--- src/rtl/srr_pkg.sv ---
// Shared types and constants for the sparse identifier run remapper.
// Holds the controller/datapath command and status structs and the default sizes.
// No dependencies.
package srr_pkg;

  localparam int ID_W          = 32;
  localparam int MAX_RUNS_DEF  = 512;

  // Commands from the controller to the datapath.
  typedef struct packed {
    logic load_item;   // capture the accepted item and restart the scan counter
    logic append;      // perform the append update and build its result
    logic scan_issue;  // read the run at the scan counter and advance it
    logic flush;       // drop scan reads still in flight
    logic res_hit;     // build a lookup-hit result from the compare stage
    logic res_miss;    // build a lookup-miss result
    logic emit;        // move the result into the output register
  } cmd_t;

  // Status from the datapath to the controller.
  typedef struct packed {
    logic scan_end;    // every stored run has been issued
    logic pipe_empty;  // no scan read in flight
    logic hit;         // the compare stage holds a matching run
    logic out_free;    // the output register can take a result this cycle
  } sts_t;

endpackage

--- src/rtl/srr_ctrl.sv ---
// Controller state machine for the sparse identifier run remapper.
// Drives srr_pkg::cmd_t commands into srr_datapath from its srr_pkg::sts_t status.
// Depends on srr_pkg.
module srr_ctrl (
  input  logic          clk,
  input  logic          rst_n,
  input  logic          in_tvalid,
  input  logic          in_op,
  output logic          in_tready,
  input  srr_pkg::sts_t sts,
  output srr_pkg::cmd_t cmd
);

  localparam logic [1:0] ST_IDLE   = 2'd0;
  localparam logic [1:0] ST_APPEND = 2'd1;
  localparam logic [1:0] ST_SCAN   = 2'd2;
  localparam logic [1:0] ST_EMIT   = 2'd3;

  logic [1:0] state_r;
  logic [1:0] state_nxt;

  always_comb begin
    cmd       = '0;
    in_tready = 1'b0;
    state_nxt = state_r;
    unique case (state_r)
      ST_IDLE: begin
        in_tready = 1'b1;
        if (in_tvalid) begin
          cmd.load_item = 1'b1;
          state_nxt     = in_op ? ST_SCAN : ST_APPEND;
        end
      end
      ST_APPEND: begin
        cmd.append = 1'b1;
        state_nxt  = ST_EMIT;
      end
      ST_SCAN: begin
        // The compare stage holds the oldest run in flight, so the first hit wins.
        priority if (sts.hit) begin
          cmd.res_hit = 1'b1;
          cmd.flush   = 1'b1;
          state_nxt   = ST_EMIT;
        end else if (sts.scan_end && sts.pipe_empty) begin
          cmd.res_miss = 1'b1;
          state_nxt    = ST_EMIT;
        end else begin
          cmd.scan_issue = !sts.scan_end;
        end
      end
      ST_EMIT: begin
        if (sts.out_free) begin
          cmd.emit  = 1'b1;
          state_nxt = ST_IDLE;
        end
      end
      default: state_nxt = ST_IDLE;
    endcase
  end

  always_ff @(posedge clk) begin
    if (!rst_n) begin
      state_r <= ST_IDLE;
    end else begin
      state_r <= state_nxt;
    end
  end

  // Scan reads only live while a lookup is running.
  a_pipe_idle_outside_scan: assert property (@(posedge clk) disable iff (!rst_n)
    (state_r != ST_SCAN) |-> sts.pipe_empty)
    else $error("scan pipeline busy outside a lookup");

  a_accept_starts_work: assert property (@(posedge clk) disable iff (!rst_n)
    (in_tvalid && in_tready) |=> (state_r == ST_APPEND || state_r == ST_SCAN))
    else $error("accepted item did not start work");

endmodule

--- config.mk ---
export PLATFORM = sky130hd
export DESIGN_NAME = srr_ctrl
export DESIGN_NICKNAME = d
export VERILOG_FILES = /design/src/rtl/srr_pkg.sv /design/src/rtl/srr_ctrl.sv
export SDC_FILE = /design/constraint.sdc
export NUM_CORES = 1
export LEC_CHECK = 0
export ABC_CLOCK_PERIOD_IN_PS = 1350
export BUFFER_PORTS_ARGS = -buffer_cell sky130_fd_sc_hd__buf_4
export CELL_PAD_IN_SITES_DETAIL_PLACEMENT = 0
export CELL_PAD_IN_SITES_GLOBAL_PLACEMENT = 1
export CORE_AREA = 4 4 41 43
export CTS_BUF_LIST = sky130_fd_sc_hd__clkbuf_8 sky130_fd_sc_hd__clkbuf_16
export CTS_CLUSTER_DIAMETER = 120
export DETAILED_ROUTE_END_ITERATION = 6
export DIE_AREA = 0 0 45 47
export PLACE_DENSITY_LB_ADDON = 0.1
export SLEW_MARGIN = 20
export SYNTH_ARGS = -nofsm -noshare
export SYNTH_HDL_FRONTEND = slang
export SYNTH_SLANG_ARGS = --single-unit
--- constraint.sdc ---
create_clock -name clk -period 1.35 [get_ports clk]
set_input_delay 0.135 -clock clk [delete_from_list [all_inputs] [get_ports clk]]
set_output_delay 0.135 -clock clk [all_outputs]
set_load 0.05 [all_outputs]
==> results.json, run 1 <==
{
  "arrival_ns": 1.26,
  "final_cell_mix": "buf_4 (13), nand2_1 (5), buf_6 (5)",
  "clock_latency_ns": 0.21,
  "grt_overflow": 0,
  "grtUsageTotal": 0.0614,
  "synth_area_leaders": "ha_1 (22%), dfxtp_1 (18%), mux2i_1 (9.0%), nand2_1 (8.4%), and2_1 (5.6%)",
  "max_slew.worst_pin.slew_ns": 0.291,
  "dpl.cell_count": 60,
  "critPathTopFamily": "flip-flops",
  "ys_ff_latch": 2,
  "cts_buffers": 3,
  "gp_congestion": 0.677,
  "dieArea_um2": 2120,
  "synthToLayoutAreaGrowth_pct": 116,
  "cp-end-kind": "output pin",
  "via_count": 255,
  "routed_wirelength_um": 628,
  "p_total_mw": 1.18,
  "postCtsSetupBuffers": 0,
  "row_count": 13,
  "stdcell_count": 63,
  "grt_max_degree": 6,
  "holdBufCountCts": 0,
  "io_buffer_count": 15,
  "synth_top_area_frac": 0.225,
  "drt-initial-drc-count": 2,
  "diodes": 0,
  "multi_input_area_um2": 201,
  "path_cells": "ha_4 > or2b_1 > nor2_2 > buf_6",
  "worstSetupStartpointType": "register",
  "syn-num-nets": 40,
  "slew_headroom": 0.806,
  "die_h_um": 47,
  "cp_slowest_cell": "dfxtp_4",
  "antenna_found_initial": 0,
  "netlist_area_um2": 223,
  "mostFrequentLayoutCell": "buf_4",
  "numClockSinks": 2,
  "drc_errors": 0,
  "seq_area_um2": 45.0,
  "htreeDepth": 1,
  "initial_core_util": 0.171,
  "path_max_fanout": 4,
  "required_ns": 1.22,
  "clk_pin_slew_worst_paths_ns": 0.03,
  "setup_viol": 4,
  "drt_pass1_iterations": 4,
  "ctsRootBufferMaster": "clkbuf_8",
  "largest_reg_flops": 2,
  "avgSynthCellArea_um2": 7.95,
  "violations": "setup timing",
  "fin_worst_skew_ns": 0.0000634,
  "regMostFlops": "state_r",
  "reg_top3": "state_r: 2 flops",
  "critPathBufInv": 1,
  "drive_above_1_share": 0.729,
  "routedWlPerCell_um": 9.97,
  "min_path_type": "in2reg",
  "grt_first_pass_wirelength_um": 903,
  "fin_crit_ns": 1.40,
  "hold_viol": 0,
  "fmax_mhz": 716,
  "core_area_um2": 1300,
  "ant_nets": 0,
  "fp.dieW_um": 45,
  "synth_top_cell_by_area": "ha_1",
  "slowest_delay_ns": 0.37,
  "power_density_nw_per_um2": 2460,
  "grt_pass1_vias": 256,
  "fin_ws_ns": -0.0461,
  "vdd_drop_max_mv": 0.908,
  "rsz0062_at_grt": "true",
  "synth_cells": 28,
  "maxCapViolCount": 0,
  "status": "finished with violations",
  "final_nets": 62,
  "fin_crit_sh": 1.03,
  "crit_type": "reg2out",
  "ys_types": 15,
  "post_drt_via_cell_ratio": 4.05,
  "clockBufferDepth": 2,
  "ys_warn_count": 0,
  "leakage_nw": 0.224,
  "ys_seq_area_frac": 0.180,
  "hpwl_um": 517,
  "cts_tree": "built",
  "io_pins": 16,
  "report.final.slew_viol_count": 0,
  "fillCellCount": 148
}
timing repair:
action / 4_1_cts / 5_1_grt
pin swaps: 2 / 0
endpoints found under the setup margin: 5 / 6
gates cloned: 0 / 0
resized for setup: 8 / 4
worst register-to-register path, delay by kind of cell (launching register included):
family,cells,cell delay (ns)
DFF,1,0.34
AOI/OAI and AO/OA,1,0.28
buffers and inverters,2,0.23
muxes,1,0.17
adders and majority gates,1,0.15
and+or+nand+nor,1,0.11
cells by family (layout without fill, tap and decap cells):
logic type      after synthesis  in the layout  synth area share
fa+ha+maj                     4              4             0.225
mux                           3              3             0.140
simple gates                 12             12             0.270
buf+inv                       5             25             0.107
compound gates                2              2            0.0787
flops                         2              2             0.180
metrics by stage:
| step | setup TNS [ns] | setup WS [ns] | util | area, µm² | hold slack, ns |
|---|---|---|---|---|---|
| 3_3_place_gp | -0.0682 | -0.0363 | 0.301 | 392 | 0.418 |
| 6_report | -0.0869 | -0.0461 | 0.370 | 482 | 0.204 |
| 2_1_floorplan | -0.117 | -0.0369 | - | 245 | 0.270 |
| 5_1_grt | -0.484 | -0.153 | 0.370 | 482 | 0.208 |
| 3_5_place_dp | -0.117 | -0.0645 | 0.301 | 392 | 0.421 |
| 4_1_cts | -0.154 | -0.0465 | 0.362 | 470 | 0.200 |
power breakdown:
part / leakage (nW) / total, mW / switching, mW / internal, mW
Clock: 0.0216 / 0.230 / 0.0424 / 0.188
Sequential: 0.0175 / 0.140 / 0.0414 / 0.0987
Combinational: 0.185 / 0.812 / 0.449 / 0.363
Total: 0.224 / 1.18 / 0.533 / 0.650
routing by layer:
| layer | vias to the layer above | track usage | routed length [µm] |
|---|---|---|---|
| li1 | 132 | - | - |
| met1 | 109 | 0.0563 | 224 |
| met2 | 14 | 0.113 | 321 |
| met3 | 0 | 0.0153 | 82 |
| met4 | 0 | 0.0526 | 0 |
| met5 | - | 0 | 0 |
synth_stat cells:
master	count
a222oi_1	1
and2_1	2
and2_2	1
buf_4	1
clkinvlp_2	1
dfxtp_1	2
ha_1	4
inv_1	3
mux2_2	1
mux2i_1	2
nand2_1	5
nor2_1	2
nor2b_1	1
o211ai_1	1
or2b_1	1
final timing paths:
check | startpoint | to | cells past startpoint | slack [ns]
max reg2reg | state_r[0] | state_r[1] | 6 | -0.01
min reg2reg | state_r[1] | state_r[1] | 2 | 0.52
min | rst_n | state_r[1] | 3 | 0.20
max | state_r[1] | cmd[1] | 4 | -0.05
cell type report:
class	count	share of cell area
multi-input cells	21	0.418
repair buffers	18	0.319
flip-flops and latches	2	0.0935
clock buffers	3	0.0857
inverters	4	0.0442
well taps	15	0.0390
Power figures use the tool's default switching activity.
==> run 2: changes to the inputs <==
Settings changed: SKIP_LAST_GASP from default to 1.
==> run 2 against run 1 <==
Final area is 1.0% higher. The flow still finishes with violations (setup timing). Die area stayed put. Clock skew stayed put. Fmax hardly changed. Sequential power hardly changed. Highest routed layer unchanged. Cell count is 1.6% higher. Worst hold slack hardly changed. Combinational power is 1% higher. Register-to-register slack hardly changed. Sequential cell count stayed put.
==> results.json, run 2 (synthesis results as in run 1) <==
{
  "routedWlPerCell_um": 10.1,
  "holdBufCountCts": 0,
  "violations": "setup timing",
  "fin_crit_ns": 1.40,
  "drt-initial-drc-count": 2,
  "path_max_fanout": 4,
  "cp-endpoint": "cmd[1]",
  "fin_crit_sh": 1.03,
  "hpwl_um": 517,
  "pre_cts_ws_ns": -0.0645,
  "slew_headroom": 0.806,
  "fin_ws_ns": -0.0452,
  "final_cell_mix": "buf_4 (14), nand2_1 (5), buf_6 (5)",
  "die_h_um": 47,
  "clk_pin_slew_worst_paths_ns": 0.03,
  "fp.dieW_um": 45,
  "cp-end-kind": "output pin",
  "cp_slowest_cell": "dfxtp_4",
  "min_path_type": "in2reg",
  "numClockSinks": 2,
  "leakage_nw": 0.227,
  "regMostFlops": "state_r",
  "status": "finished with violations",
  "fmax_mhz": 717,
  "row_count": 13,
  "report.final.slew_viol_count": 0,
  "largest_reg_flops": 2,
  "antenna_found_initial": 0,
  "slowest_delay_ns": 0.37,
  "io_buffer_count": 15,
  "cts_buffers": 3,
  "arrival_ns": 1.26,
  "reg_top3": "state_r: 2 flops",
  "required_ns": 1.22,
  "worstSetupStartpointType": "register",
  "power_density_nw_per_um2": 2440,
  "max_slew.worst_pin.slew_ns": 0.291,
  "gp_congestion": 0.677,
  "path_cells": "ha_4 > or2b_1 > nor2_2 > buf_6",
  "drive_above_1_share": 0.714,
  "fin_worst_skew_ns": 0.0000634,
  "p_total_mw": 1.19,
  "crit_type": "reg2out",
  "clock_latency_ns": 0.21,
  "post_drt_via_cell_ratio": 4.05,
  "maxCapViolCount": 0,
  "routed_wirelength_um": 647,
  "grt_max_degree": 6,
  "final_cell_area_um2": 487,
  "r2r_end": "state_r[1]",
  "via_count": 259,
  "startpoint": "state_r[1]",
  "clockBufferDepth": 2,
  "rr_startpoint": "state_r[0]",
  "final_nets": 63,
  "diodes": 0,
  "grt_overflow": 0,
  "cts_tree": "built",
  "whs_ns": 0.204,
  "placed_area_um2": 392,
  "initial_core_util": 0.171,
  "mostFrequentLayoutCell": "buf_4",
  "vdd_drop_max_mv": 0.907,
  "grt_pass1_vias": 256,
  "grt_first_pass_wirelength_um": 917,
  "r2r_setup_slack_ns": -0.01,
  "setup_viol": 4,
  "synthToLayoutAreaGrowth_pct": 119,
  "dieArea_um2": 2120,
  "core_area_um2": 1300,
  "drc_errors": 0,
  "drt_pass1_iterations": 4,
  "ant_nets": 0,
  "hold_viol": 0,
  "htreeDepth": 1,
  "ff2ff_path_depth": 6,
  "io_pins": 16,
  "ctsRootBufferMaster": "clkbuf_8",
  "grtUsageTotal": 0.0622,
  "final.setup.tns_ns": -0.0850,
  "rsz0062_at_grt": "true"
}
## run 2: changes by cell type in the layout (fill, tap and decap cells not counted)
cell    previous run  this run
and2_1             1         2
and2_4             1         0
buf_4             13        14
## run 2: area by class of cell
type	count	area [µm²]
clock buffer	3	41.3
fill	149	815
inverter	4	21.3
multi-input combinational	21	199
sequential	2	45.0
tap	15	18.8
timing repair buffer	19	161
## run 2: per-layer routing
| layer | track usage | wire length [µm] |
|---|---|---|
| met5 | 0 | 0 |
| met4 | 0.0526 | 0 |
| met3 | 0.0153 | 82 |
| met2 | 0.113 | 338 |
| met1 | 0.0586 | 226 |
## run 2: where the power goes
part	total, mW	internal, mW	leakage [nW]	switching (mW)
Combinational	0.820	0.368	0.188	0.452
Clock	0.230	0.188	0.0216	0.0424
Sequential	0.140	0.0987	0.0175	0.0410
Total	1.19	0.655	0.227	0.535
## run 2: worst min path at each step
stage,from,to,slack [ns],cells past startpoint
finish,rst_n,state_r[1],0.20,3
global route,rst_n,state_r[0],0.21,3
CTS,rst_n,state_r[1],0.20,3
detailed placement,rst_n,state_r[1],0.42,3
global placement,rst_n,state_r[1],0.42,3
floorplan,rst_n,state_r[1],0.27,2
## run 2: critical path: cells and delay by family (launching register included)
kind	cells	cell delay [ns]
and+or+nand+nor	2	0.37
DFF	1	0.37
adders and majority gates	1	0.14
buffers and inverters	1	0.17
## run 2: timing repair
action	4_1_cts	5_1_grt
pin swaps	2	0
endpoints found under the setup margin	5	6
setup buffers	0	1
gates resized for setup	7	4
## run 2: stage by stage
| stage | std cells | util |
|---|---|---|
| final | 64 | 0.374 |
| after global routing | 64 | 0.374 |
| after CTS | 63 | 0.359 |
| after detailed placement | 60 | 0.301 |
| after global placement | 60 | 0.301 |
| after floorplan | 28 | - |
